## src/rtl/tfpd_pkg.sv

```systemverilog
// ----------------------------------------------------------------------------
// tfpd_pkg
// Shared types, codes and defaults for the ranging frame plane deframer.
// ----------------------------------------------------------------------------
`default_nettype none

package tfpd_pkg;

  localparam int MAX_ZONES_DEF      = 4096;
  localparam int STATUS_BYTES_DEF   = 100;
  localparam int COUNTER_OFFSET_DEF = 0;
  localparam int TEMP_OFFSET_DEF    = 4;

  // configuration register indexes
  localparam logic [1:0] REG_COLUMNS     = 2'd0;
  localparam logic [1:0] REG_OUTPUT_ROWS = 2'd1;
  localparam logic [1:0] REG_SENT_ROWS   = 2'd2;
  localparam logic [1:0] REG_ROW_OFFSET  = 2'd3;

  // parser operation codes
  localparam logic [2:0] OP_NONE    = 3'd0;
  localparam logic [2:0] OP_DEPTH   = 3'd1;
  localparam logic [2:0] OP_AMP     = 3'd2;
  localparam logic [2:0] OP_AMBIENT = 3'd3;
  localparam logic [2:0] OP_FRAME   = 3'd4;

  // result kinds
  localparam logic KIND_ZONE  = 1'b0;
  localparam logic KIND_FRAME = 1'b1;

  typedef struct packed {
    logic [7:0] frame_byte;
    logic       frame_start;
  } in_t;

  typedef struct packed {
    logic        item_kind;
    logic [11:0] zone_index;
    logic [14:0] range_mm;
    logic        target_valid;
    logic [15:0] amplitude;
    logic [15:0] ambient_level;
    logic [31:0] sensor_frame_count;
    logic [15:0] temperature;
    logic [31:0] sequence_res;
    logic        geometry_error;
    logic        frame_last;
  } out_t;

  // frame layout derived from the configuration registers
  typedef struct packed {
    logic [14:0] plane;    // 2 * zones
    logic [15:0] plane2;   // 4 * zones
    logic [16:0] plane3;   // 6 * zones
    logic [16:0] sbase;    // first status byte
    logic [16:0] total;    // frame length
    logic [12:0] lo_lim;   // row_offset * columns
    logic [14:0] hi_lim;   // (row_offset + output_rows) * columns
    logic        bad;
  } geo_t;

  typedef struct packed {
    logic [2:0]  kind;
    logic [13:0] zone;
    logic [15:0] word;
    logic [31:0] counter;
    logic [15:0] temp;
    logic [31:0] seq;
    logic        bad;
  } op_t;

endpackage

`default_nettype wire

```

## src/rtl/tfpd_cfg.sv

```systemverilog
// ----------------------------------------------------------------------------
// tfpd_cfg
// Configuration registers and two-stage computation of the frame layout.
// ----------------------------------------------------------------------------
`default_nettype none

module tfpd_cfg #(
  parameter int MAX_ZONES    = tfpd_pkg::MAX_ZONES_DEF,
  parameter int STATUS_BYTES = tfpd_pkg::STATUS_BYTES_DEF
) (
  input  wire logic           clk,
  input  wire logic           rst,
  input  wire logic           write,
  input  wire logic [1:0]     index,
  input  wire logic [6:0]     data,
  output tfpd_pkg::geo_t      geo,
  output logic                busy
);

  localparam logic [13:0] ZONE_LIMIT = 14'(MAX_ZONES);
  localparam logic [16:0] STATUS_LEN = 17'(STATUS_BYTES);

  logic [6:0]  columns;
  logic [6:0]  output_rows;
  logic [6:0]  sent_rows;
  logic [5:0]  row_offset;
  logic [1:0]  hold;

  logic [13:0] zones;
  logic [12:0] lo_lim;
  logic [14:0] hi_lim;
  logic        bad_cfg;
  logic [7:0]  span;

  tfpd_pkg::geo_t geo_next;

  always_ff @(posedge clk) begin
    if (rst) begin
      columns     <= 7'd4;
      output_rows <= 7'd4;
      sent_rows   <= 7'd4;
      row_offset  <= 6'd0;
    end else if (write) begin
      case (index)
        tfpd_pkg::REG_COLUMNS:     columns     <= data;
        tfpd_pkg::REG_OUTPUT_ROWS: output_rows <= data;
        tfpd_pkg::REG_SENT_ROWS:   sent_rows   <= data;
        tfpd_pkg::REG_ROW_OFFSET:  row_offset  <= data[5:0];
        default: ;
      endcase
    end
  end

  // keep bytes out until the layout has caught up with a write
  always_ff @(posedge clk) begin
    if (rst) begin
      hold <= 2'd2;
    end else if (write) begin
      hold <= 2'd2;
    end else if (hold != 2'd0) begin
      hold <= hold - 2'd1;
    end
  end

  assign busy = (hold != 2'd0);
  assign span = {2'b00, row_offset} + {1'b0, output_rows};

  always_ff @(posedge clk) begin
    zones   <= {7'd0, columns} * {7'd0, sent_rows};
    lo_lim  <= {7'd0, row_offset} * {6'd0, columns};
    hi_lim  <= {7'd0, span} * {8'd0, columns};
    bad_cfg <= (columns == 7'd0) || (output_rows == 7'd0) || (sent_rows == 7'd0) ||
               (span > {1'b0, sent_rows});
  end

  always_comb begin
    geo_next.plane  = {zones, 1'b0};
    geo_next.plane2 = {zones, 2'b00};
    geo_next.plane3 = {1'b0, geo_next.plane2} + {2'b00, geo_next.plane};
    geo_next.sbase  = geo_next.plane3 + {4'd0, zones[13:1]};
    geo_next.total  = geo_next.sbase + STATUS_LEN;
    geo_next.lo_lim = lo_lim;
    geo_next.hi_lim = hi_lim;
    geo_next.bad    = bad_cfg || (zones > ZONE_LIMIT);
  end

  always_ff @(posedge clk) begin
    geo <= geo_next;
  end

endmodule

`default_nettype wire

```

## config.mk

```make
export PLATFORM = sky130hd
export DESIGN_NAME = tfpd_cfg
export DESIGN_NICKNAME = d
export VERILOG_FILES = /design/src/rtl/tfpd_pkg.sv /design/src/rtl/tfpd_cfg.sv
export SDC_FILE = /design/constraint.sdc
export NUM_CORES = 1
export LEC_CHECK = 0
export BUFFER_PORTS_ARGS = -buffer_cell sky130_fd_sc_hd__buf_2
export CAP_MARGIN = 30
export CORE_ASPECT_RATIO = 0.75
export CORE_MARGIN = 3
export CORE_UTILIZATION = 29
export DETAILED_ROUTE_END_ITERATION = 6
export PLACE_DENSITY = 0.56
export SLEW_MARGIN = 30
export SYNTH_ARGS = -nofsm -noshare
export SYNTH_HDL_FRONTEND = slang
export SYNTH_SLANG_ARGS = --single-unit
```

## constraint.sdc

```tcl
create_clock -name clk -period 6.8 [get_ports clk]
set_clock_uncertainty 0.2 [all_clocks]
set_input_delay 0.68 -clock clk [delete_from_list [all_inputs] [get_ports clk]]
set_output_delay 0.68 -clock clk [all_outputs]
set_load 0.05 [all_outputs]
```

==> results.txt <==
Fin crit period = 6209 ps
Area Growth Syn to Fin = 14.68%
GP Congestion = 0.8047
Initial DRC Count = 341
CTS tree = done
Synth top area share = 30.59%
CTS max path bufs = 2
Reg2reg setup slack = 590 ps
Chip Height = 171.1 um
Vias in the first global route = 7260
Row cnt = 59
Root Driver = clkbuf_16
Slew @ Worst Pin = 912.1 ps
Final period util = 91.31%
Drt via density = 4.398
CTS Sinks = 161
Wl on met1 = 10.95 mm
Max-Cap Viols = 0
DP HPWL = 16.75 mm
Pre-CTS WS = 618.1 ps
Most common cell after layout, fill and taps aside = dfxtp_1
Syn Area/Cell = 9.791 um2
First-pass GRT wire length = 35.91 mm
Initial cell density of the core = 29.92%
Setup crit start kind = register
Ports = 124
Pre-antenna DRT Iters = 4
Post-synth top area cell = dfxtp_1
Routed via count = 7231
TritonCTS Buffers = 17
CORE AREA = 35210 um2
HP Class = register to register
Outcome = complete, no violations
Total power = 2.713 mW
Setup Buffers After CTS = 0
Layout cells sized above 1 = 14.74%
Initial antenna violation count = 0
Final setup viols = 0
Seq/Total Area, Yosys = 30.59%
Setup TNS = 0 ps
Post_cts resized = 0
Wire length on met3 = 1.039 mm
Max FO, Critical Path = 10
Post-synth EDFFs = 0
Met2 WL = 8.936 mm
Worst skew pair latency = 440 ps
Final core occ = 34.31%
Total grt overflow = 0
RSZ-0062 raised after global routing = no
Post-synthesis cell area = 10540 um2
Antenna viol nets, final = 0
Largest net degree at the start of global routing = 30
Port Buffers = 119
Post-route DRC = 0
Die width = 226.1 um
#FFs+latches synth = 161
F_max = 161.1 MHz
Clock transition at path regs = 70 ps
Required time of the critical path = 6970 ps
Total wire length = 21.23 mm
Design Area, Final = 12080 um2
Ys async rst share = 0%
Post-synthesis cell count = 1076
Ant. Diodes = 0
Post-placement cell area = 11480 um2
Setup CP Type = register to register
Top sig layer = met4
Leak Pwr = 6.246 nW
Max_slew headroom = 39.11%
Ys flop type = dfxtp_1
Number of max-slew violations in the final report = 0
Most frequent cells in the layout = 161 x dfxtp_1, 138 x inv_1, 136 x ha_1
Worst EP arrival = 6380 ps
Worst setup margin = 590.8 ps
Worst Setup End Kind = register
Final hold violations = 0
Pwr per Cell Area = 224.6 nW/um2
Die area = 38680 um2
Final #Nets = 1399
Distinct cells, synth = 62
Synth top area cells = dfxtp_1 31%, ha_1 16%, fa_1 15%, and2_1 5.0%, inv_1 4.9%
Total Routing Usage GR = 11.62%
H-tree Lvls = 4
Worst vdd ir = 0.0001082 V
Yosys warns = 0
Hold buffers post-CTS = 0
DR WL/cell = 12.92 um
critical path: stages, from the launching register on:
cell and delay (ps):
dfxtp_1 530, ha_1 300, a21o_1 170, a21oi_1 220, o21bai_1 90, a21oi_1 230, xnor2_1 250, and2_1 250
fa_1 480, inv_1 50, fa_1 480, inv_1 60, fa_1 530, inv_1 50, fa_1 520, inv_1 40
ha_1 330, inv_1 70, o21bai_1 70, a21oi_1 250, nor2b_1 110, o2111ai_1 190, nand3_1 140, o41ai_1 340
xnor2_1 180
path summary, 6_finish.rpt:
path,start,endpoint,cells after the start
setup reg to reg,row_offset[1],hi_lim[14],24
hold reg to reg,hi_lim[8],geo[9],0
hold / removal,hi_lim[8],geo[9],0
setup / recovery,row_offset[1],hi_lim[14],24
where the power goes:
part	total (mW)	switching, mW	internal [mW]
Combinational	0.659	0.476	0.183
Sequential	1.07	0.0421	1.03
Clock	0.980	0.428	0.552
Total	2.71	0.945	1.77
synth_stat cells (all sizes together), types with 14 or more instances:
library cell / number
inv: 138
a21o: 14
o21bai: 19
fa: 77
xor2: 21
xnor2: 51
and2: 85
buf: 24
mux2i: 25
ha: 136
nor2: 61
a21oi: 42
dfxtp: 161
clkbuf: 25
nand2: 82
logic make-up (layout without fill, tap and decap cells):
family | count (synthesis) | count (layout) | share of synthesized area, %
AND/OR/NAND/NOR | 297 | 297 | 14.24
adder cells (fa/ha/maj) | 213 | 213 | 30.78
buffers and inverters | 187 | 295 | 7.518
flip-flops | 161 | 161 | 30.59
AO/OA/AOI/OAI | 120 | 120 | 7.791
XOR/XNOR | 72 | 72 | 6.663
multiplexers | 25 | 25 | 2.375
other | 1 | 4 | 0.03560
flip-flops by register name, indices dropped and copies added, names as in the netlist:
name	cells
row_offset	6
hold	2
columns	7
lo_lim	13
sent_rows	7
geo	89
zones	14
hi_lim	15
bad_cfg	1
output_rows	7
layer usage:
| layer | vias up | track usage, % |
|---|---|---|
| met5 | - | 0 |
| met1 | 3411 | 16.60 |
| li1 | 3651 | - |
| met2 | 150 | 17.35 |
| met4 | 0 | 4.280 |
| met3 | 19 | 2.333 |
through the flow:
step,hold slack (ps),std cells
global placement,114.9,1612
CTS,124.7,1644
floorplan,109.6,1079
finish,121.5,1644
detailed placement,112.1,1612
global route,135.1,1644
area by class of cell:
| cell class | instances | area (um2) |
|---|---|---|
| Inverter | 138 | 518.0 |
| Timing Repair Buffer | 125 | 640.6 |
| Fill cell | 3601 | 23130 |
| Sequential cell | 161 | 3223 |
| Tap cell | 457 | 571.8 |
| Clock buffer | 17 | 425.4 |
| Multi-Input combinational cell | 731 | 6531 |
| Clock inverter | 15 | 171.4 |
(Power assumes the default switching activity.)
