[src/rtl/tfpd_pkg.sv]
// ----------------------------------------------------------------------------
// tfpd_pkg
// Shared types, codes and defaults for the ranging frame plane deframer.
// ----------------------------------------------------------------------------
`default_nettype none

package tfpd_pkg;

  localparam int MAX_ZONES_DEF      = 4096;
  localparam int STATUS_BYTES_DEF   = 100;
  localparam int COUNTER_OFFSET_DEF = 0;
  localparam int TEMP_OFFSET_DEF    = 4;

  // configuration register indexes
  localparam logic [1:0] REG_COLUMNS     = 2'd0;
  localparam logic [1:0] REG_OUTPUT_ROWS = 2'd1;
  localparam logic [1:0] REG_SENT_ROWS   = 2'd2;
  localparam logic [1:0] REG_ROW_OFFSET  = 2'd3;

  // parser operation codes
  localparam logic [2:0] OP_NONE    = 3'd0;
  localparam logic [2:0] OP_DEPTH   = 3'd1;
  localparam logic [2:0] OP_AMP     = 3'd2;
  localparam logic [2:0] OP_AMBIENT = 3'd3;
  localparam logic [2:0] OP_FRAME   = 3'd4;

  // result kinds
  localparam logic KIND_ZONE  = 1'b0;
  localparam logic KIND_FRAME = 1'b1;

  typedef struct packed {
    logic [7:0] frame_byte;
    logic       frame_start;
  } in_t;

  typedef struct packed {
    logic        item_kind;
    logic [11:0] zone_index;
    logic [14:0] range_mm;
    logic        target_valid;
    logic [15:0] amplitude;
    logic [15:0] ambient_level;
    logic [31:0] sensor_frame_count;
    logic [15:0] temperature;
    logic [31:0] sequence_res;
    logic        geometry_error;
    logic        frame_last;
  } out_t;

  // frame layout derived from the configuration registers
  typedef struct packed {
    logic [14:0] plane;    // 2 * zones
    logic [15:0] plane2;   // 4 * zones
    logic [16:0] plane3;   // 6 * zones
    logic [16:0] sbase;    // first status byte
    logic [16:0] total;    // frame length
    logic [12:0] lo_lim;   // row_offset * columns
    logic [14:0] hi_lim;   // (row_offset + output_rows) * columns
    logic        bad;
  } geo_t;

  typedef struct packed {
    logic [2:0]  kind;
    logic [13:0] zone;
    logic [15:0] word;
    logic [31:0] counter;
    logic [15:0] temp;
    logic [31:0] seq;
    logic        bad;
  } op_t;

endpackage

`default_nettype wire

[src/rtl/tfpd_parser.sv]
// ----------------------------------------------------------------------------
// tfpd_parser
// Tracks the byte position, pairs bytes into words, assembles the status line
// and issues one operation per word or frame end.
// ----------------------------------------------------------------------------
`default_nettype none

module tfpd_parser #(
  parameter int STATUS_BYTES   = tfpd_pkg::STATUS_BYTES_DEF,
  parameter int COUNTER_OFFSET = tfpd_pkg::COUNTER_OFFSET_DEF,
  parameter int TEMP_OFFSET    = tfpd_pkg::TEMP_OFFSET_DEF
) (
  input  wire logic           clk,
  input  wire logic           rst,
  input  wire logic           accept,
  input  wire tfpd_pkg::in_t  in_data,
  input  wire tfpd_pkg::geo_t geo,
  input  wire logic           op_take,
  output logic                op_valid,
  output tfpd_pkg::op_t       op
);

  localparam logic [8:0] CNT_OFS  = 9'(COUNTER_OFFSET);
  localparam logic [8:0] TMP_OFS  = 9'(TEMP_OFFSET);
  localparam logic [8:0] LAST_IDX = 9'(STATUS_BYTES - 1);

  logic [15:0] pos;
  logic [7:0]  low_hold;
  logic [31:0] counter;
  logic [15:0] temp;
  logic [31:0] seq;

  logic [15:0] pos_next;
  logic [7:0]  low_hold_next;
  logic [31:0] counter_next;
  logic [15:0] temp_next;
  logic [31:0] seq_next;
  tfpd_pkg::op_t op_next;

  logic [15:0] p;
  logic [16:0] p17;
  logic        active;
  logic        in_planes;
  logic        in_status;
  logic [1:0]  plane_sel;
  logic [15:0] plane_base;
  logic [15:0] off;
  logic [16:0] sidx;
  logic [8:0]  i9;
  logic [8:0]  cnt_lane;
  logic [8:0]  tmp_lane;
  logic        cnt_hit;
  logic        tmp_hit;

  always_comb begin
    p         = in_data.frame_start ? 16'd0 : pos;
    p17       = {1'b0, p};
    active    = (p17 < geo.total) && (p != 16'hFFFF);
    in_planes = p17 < geo.plane3;
    in_status = p17 >= geo.sbase;

    if (p17 < {2'b00, geo.plane}) begin
      plane_sel  = 2'd0;
      plane_base = 16'd0;
    end else if (p17 < {1'b0, geo.plane2}) begin
      plane_sel  = 2'd1;
      plane_base = {1'b0, geo.plane};
    end else begin
      plane_sel  = 2'd2;
      plane_base = geo.plane2;
    end
    off = p - plane_base;

    sidx     = p17 - geo.sbase;
    i9       = sidx[8:0];
    cnt_lane = i9 - CNT_OFS;
    tmp_lane = i9 - TMP_OFS;
    cnt_hit  = (i9 >= CNT_OFS) && (cnt_lane < 9'd4);
    tmp_hit  = (i9 >= TMP_OFS) && (tmp_lane < 9'd2);

    low_hold_next = low_hold;
    counter_next  = counter;
    temp_next     = temp;
    seq_next      = seq;
    op_next.kind    = tfpd_pkg::OP_NONE;
    op_next.zone    = off[14:1];
    op_next.word    = {in_data.frame_byte, low_hold};
    op_next.counter = 32'd0;
    op_next.temp    = 16'd0;
    op_next.seq     = 32'd0;
    op_next.bad     = geo.bad;

    if (active) begin
      if (in_planes) begin
        if (!off[0]) begin
          low_hold_next = in_data.frame_byte;
        end else begin
          case (plane_sel)
            2'd0:    op_next.kind = tfpd_pkg::OP_DEPTH;
            2'd1:    op_next.kind = tfpd_pkg::OP_AMP;
            default: op_next.kind = tfpd_pkg::OP_AMBIENT;
          endcase
        end
      end else if (in_status) begin
        if (cnt_hit) begin
          counter_next[{cnt_lane[1:0], 3'b000} +: 8] = in_data.frame_byte;
        end
        if (tmp_hit) begin
          temp_next[{tmp_lane[0], 3'b000} +: 8] = in_data.frame_byte;
        end
        if (i9 == LAST_IDX) begin
          seq_next        = seq + 32'd1;
          op_next.kind    = tfpd_pkg::OP_FRAME;
          op_next.counter = counter_next;
          op_next.temp    = temp_next;
          op_next.seq     = seq_next;
        end
      end
    end

    pos_next = active ? p + 16'd1 : p;
  end

  always_ff @(posedge clk) begin
    if (rst) begin
      pos      <= 16'd0;
      low_hold <= 8'd0;
      counter  <= 32'd0;
      temp     <= 16'd0;
      seq      <= 32'd0;
      op_valid <= 1'b0;
    end else begin
      if (accept) begin
        pos      <= pos_next;
        low_hold <= low_hold_next;
        counter  <= counter_next;
        temp     <= temp_next;
        seq      <= seq_next;
        op_valid <= (op_next.kind != tfpd_pkg::OP_NONE);
      end else if (op_take) begin
        op_valid <= 1'b0;
      end
    end
  end

  always_ff @(posedge clk) begin
    if (accept) begin
      op <= op_next;
    end
  end

endmodule

`default_nettype wire

[config.mk]
export PLATFORM = sky130hd
export DESIGN_NAME = tfpd_parser
export DESIGN_NICKNAME = d
export VERILOG_FILES = /design/src/rtl/tfpd_pkg.sv /design/src/rtl/tfpd_parser.sv
export SDC_FILE = /design/constraint.sdc
export NUM_CORES = 1
export LEC_CHECK = 0
export ABC_AREA = 1
export BUFFER_PORTS_ARGS = -buffer_cell sky130_fd_sc_hd__clkbuf_2
export CORE_MARGIN = 4
export CORE_UTILIZATION = 52
export CTS_CLUSTER_SIZE = 12
export DETAILED_ROUTE_END_ITERATION = 8
export PLACE_DENSITY_LB_ADDON = 0.15
export SYNTH_ARGS = -nofsm -noshare
export SYNTH_HDL_FRONTEND = slang
export SYNTH_SLANG_ARGS = --single-unit
[constraint.sdc]
create_clock -name clk -period 4.5 [get_ports clk]
set_input_delay 1.125 -clock clk [delete_from_list [all_inputs] [get_ports clk]]
set_output_delay 1.125 -clock clk [all_outputs]
set_load 0.02 [all_outputs]
==> impl_metrics.py <==
metrics = {
    "place": {
        "dpl.cell_count": 2352,
        "hpwl_um": 28100,
        "place_worst_setup_slack_ns": -0.279,
        "gp_congestion": 0.894,
        "io_buffers": 210,
    },
    "grt": {
        "grt_pass1_vias": 12700,
        "grt_max_degree": 117,
        "antenna_found_initial": 0,
        "overflow": 0,
        "grt_pass1_wl_um": 61800,
        "grt.total_usage_pct": 26.1,
    },
    "clock_tree": {
        "cts_tree": "done",
        "path_clk_slew_ns": 0.06,
        "clk_path_buf_depth": 3,
        "postCtsHoldBufs": 0,
        "cts_sinks": 219,
        "cts_inserted_buffers": 26,
        "cts_root_buf": "clkbuf_16",
        "htree_num_levels": 1,
        "clk_latency_ns": 0.53,
    },
    "synth": {
        "synth_ff_type": "edfxtp_1",
        "syn-num-nets": 1988,
        "synth_area_um2": 13500,
        "ys_seq_area_share_pct": 41.0,
        "netlist_instances": 1774,
        "synth-edff-count": 114,
        "synthArstFlopShare_pct": 0,
        "yosysMostFrequentCell": "nand2_1",
        "ys_ff_latch": 219,
        "syn-mean-instance-area_um2": 7.60,
        "synthTopCellsByCount": "nand2_1 (339), inv_1 (288), a21oi_1 (175)",
        "yosys_warnings": 0,
        "yosysTopAreaCell": "edfxtp_1",
        "ys_types": 47,
        "synthTopCellsByArea": "edfxtp_1 (25%), dfxtp_1 (16%), nand2_1 (9.4%)",
        "synth_top_area_share_pct": 25.4,
    },
    "cells_and_area": {
        "syn2layout_area_growth_pct": 21.8,
        "drive_above_1_share_pct": 19.1,
        "antenna_cells": 0,
        "fin_nets": 2264,
        "fillers": 2249,
        "fin_util_pct": 64.8,
        "layoutNonFillerInstCount": 2400,
    },
    "critical_path": {
        "cp_data_required_time_ns": 4.76,
        "critPathMaxFanout": 10,
        "worstPathArrival_ns": 4.38,
        "startpoint_type": "input pin",
        "worstSetupPathType": "in -> reg",
        "worst_setup_path_end_kind": "flip-flop",
        "reg2reg_depth": 21,
    },
    "floorplanning": {
        "dieWidth_um": 169,
        "io_pins": 239,
        "core_um2": 25300,
        "die_y_um": 169,
        "start_util_pct": 53.2,
        "design.die.area_um2": 28600,
        "placementRows": 58,
    },
    "routing": {
        "drc_errors": 0,
        "wl_um": 38100,
        "avgViaCountPerCell": 5.38,
        "ant_nets": 0,
        "wl_per_cell_um": 15.9,
        "drtIter0Drc": 1006,
        "num_vias": 12900,
        "drtPass1Iterations": 5,
    },
    "sta": {
        "rsz0062_at_grt": "no",
        "tightestPinTransition_ns": 0.858,
        "max_freq_mhz": 243,
        "skew_ns": 0.0270,
        "finalCritPeriodShare_pct": 91.6,
        "slew_violations": 0,
        "whs_ns": 0.437,
        "slew_headroom_pct": 42.8,
        "fin_ws_ns": 0.377,
        "hold_viol": 0,
        "setup_viol": 0,
        "period_minus_slack_ns": 4.12,
    },
    "power_and_ir_drop": {
        "peakVddDrop_mv": 0.310,
        "power_density_nw_per_um2": 291,
        "power_mw": 4.77,
        "leakagePower_nw": 7.57,
    },
    "run": {
        "drv_cap": 0,
    },
    "min_path": {
        "min_path_type": "reg -> reg",
        "hold_depth": 0,
    },
    "run_status": {
        "status": "completed",
    },
}
-- final cells by class --
class / count / area (um2) / area share [%]
multi-input cells: 1192 / 6540 / 39.8
inverters: 296 / 1110 / 6.78
clock buffers: 37 / 743 / 4.53
repair buffers: 315 / 1940 / 11.8
flip-flops and latches: 219 / 5530 / 33.6
well taps: 330 / 413 / 2.51
clock inverters: 11 / 140 / 0.853
-- per-stage QoR --
stage / setup TNS [ns] / area (um2)
floorplan: 0 / 13500
global placement: -1.25 / 15500
detailed placement: -1.68 / 15500
CTS: 0 / 16400
global route: 0 / 16400
finish: 0 / 16400
-- repair_timing --
item                       in CTS  in global routing
gates resized for setup         0                 12
setup buffers                   0                  0
setup endpoints to repair       0                  5
-- power by group --
group	total, mW	switching [mW]	internal [mW]
Sequential	2.17	0.0200	2.15
Clock	2.15	0.824	1.32
Combinational	0.462	0.322	0.139
-- state kept, by name, summed over array words and instances (netlist names) --
name      flops
low_hold      8
temp         16
counter      32
op_valid      1
op          114
seq          32
pos          16
-- layer usage --
| layer | global-route usage [%] | vias to the layer above | routed length (um) |
|---|---|---|---|
| li1 | - | 6438 | - |
| met2 | 44.7 | 454 | 18100 |
| met3 | 3.13 | 81 | 2360 |
| met1 | 34.2 | 5944 | 16400 |
| met4 | 9.28 | 0 | 1220 |
| met5 | 0 | - | 0 |
-- cell families after synthesis --
group / Yosys count / share of synthesized area [%]
adders and majority gates: 90 / 8.41
and+or+nand+nor: 778 / 25.5
DFF: 219 / 41.0
AOI/OAI and AO/OA: 277 / 11.2
buffers and inverters: 363 / 10.7
xor gates and xnor gates: 47 / 3.16
-- worst max-delay path: stages --
cell and delay, ns:
clkbuf_4 0.19, inv_4 0.13, nand2_1 0.09, inv_1 0.16, ha_1 0.26, o21ai_0 0.07, o21bai_1 0.12, nand2_1 0.06
nand2_1 0.06, nand2_1 0.06, nand2_1 0.08, nand2_1 0.08, inv_1 0.08, nand2_1 0.09, inv_1 0.13, buf_4 0.19
a22oi_1 0.08, ha_1 0.35, a21oi_1 0.23, o221ai_1 0.20, a31oi_1 0.26, o21ai_0 0.13, xor2_1 0.16
-- worst paths after layout --
check / slack, ns / from / endpoint
max: 0.38 / in_data[0] / op[107]
min: 0.44 / low_hold[0] / op[81]
max reg2reg: 0.74 / pos[9] / op[107]
min reg2reg: 0.44 / low_hold[0] / op[81]
-- cells in the final DEF (no fill, tap or decap), types with 7 or more instances in the layout --
cell type | synthesis | routed
edfxtp_1 | 114 | 114
nand4_1 | 58 | 58
buf_12 | 0 | 8
nor3_1 | 28 | 27
xnor2_1 | 9 | 9
inv_2 | 7 | 9
buf_4 | 3 | 98
nand3_1 | 166 | 166
xor2_1 | 36 | 36
a21oi_1 | 175 | 175
a22oi_1 | 15 | 15
o32ai_1 | 8 | 8
clkbuf_1 | 20 | 7
clkbuf_2 | 0 | 207
nand2_1 | 339 | 339
ha_1 | 89 | 89
o21ai_0 | 52 | 52
o21bai_1 | 8 | 8
clkbuf_16 | 0 | 27
inv_1 | 288 | 285
nor2_1 | 154 | 150
dfxtp_1 | 105 | 105
nor2_2 | 6 | 9
No activity file was read; power rests on OpenSTA's default activity.
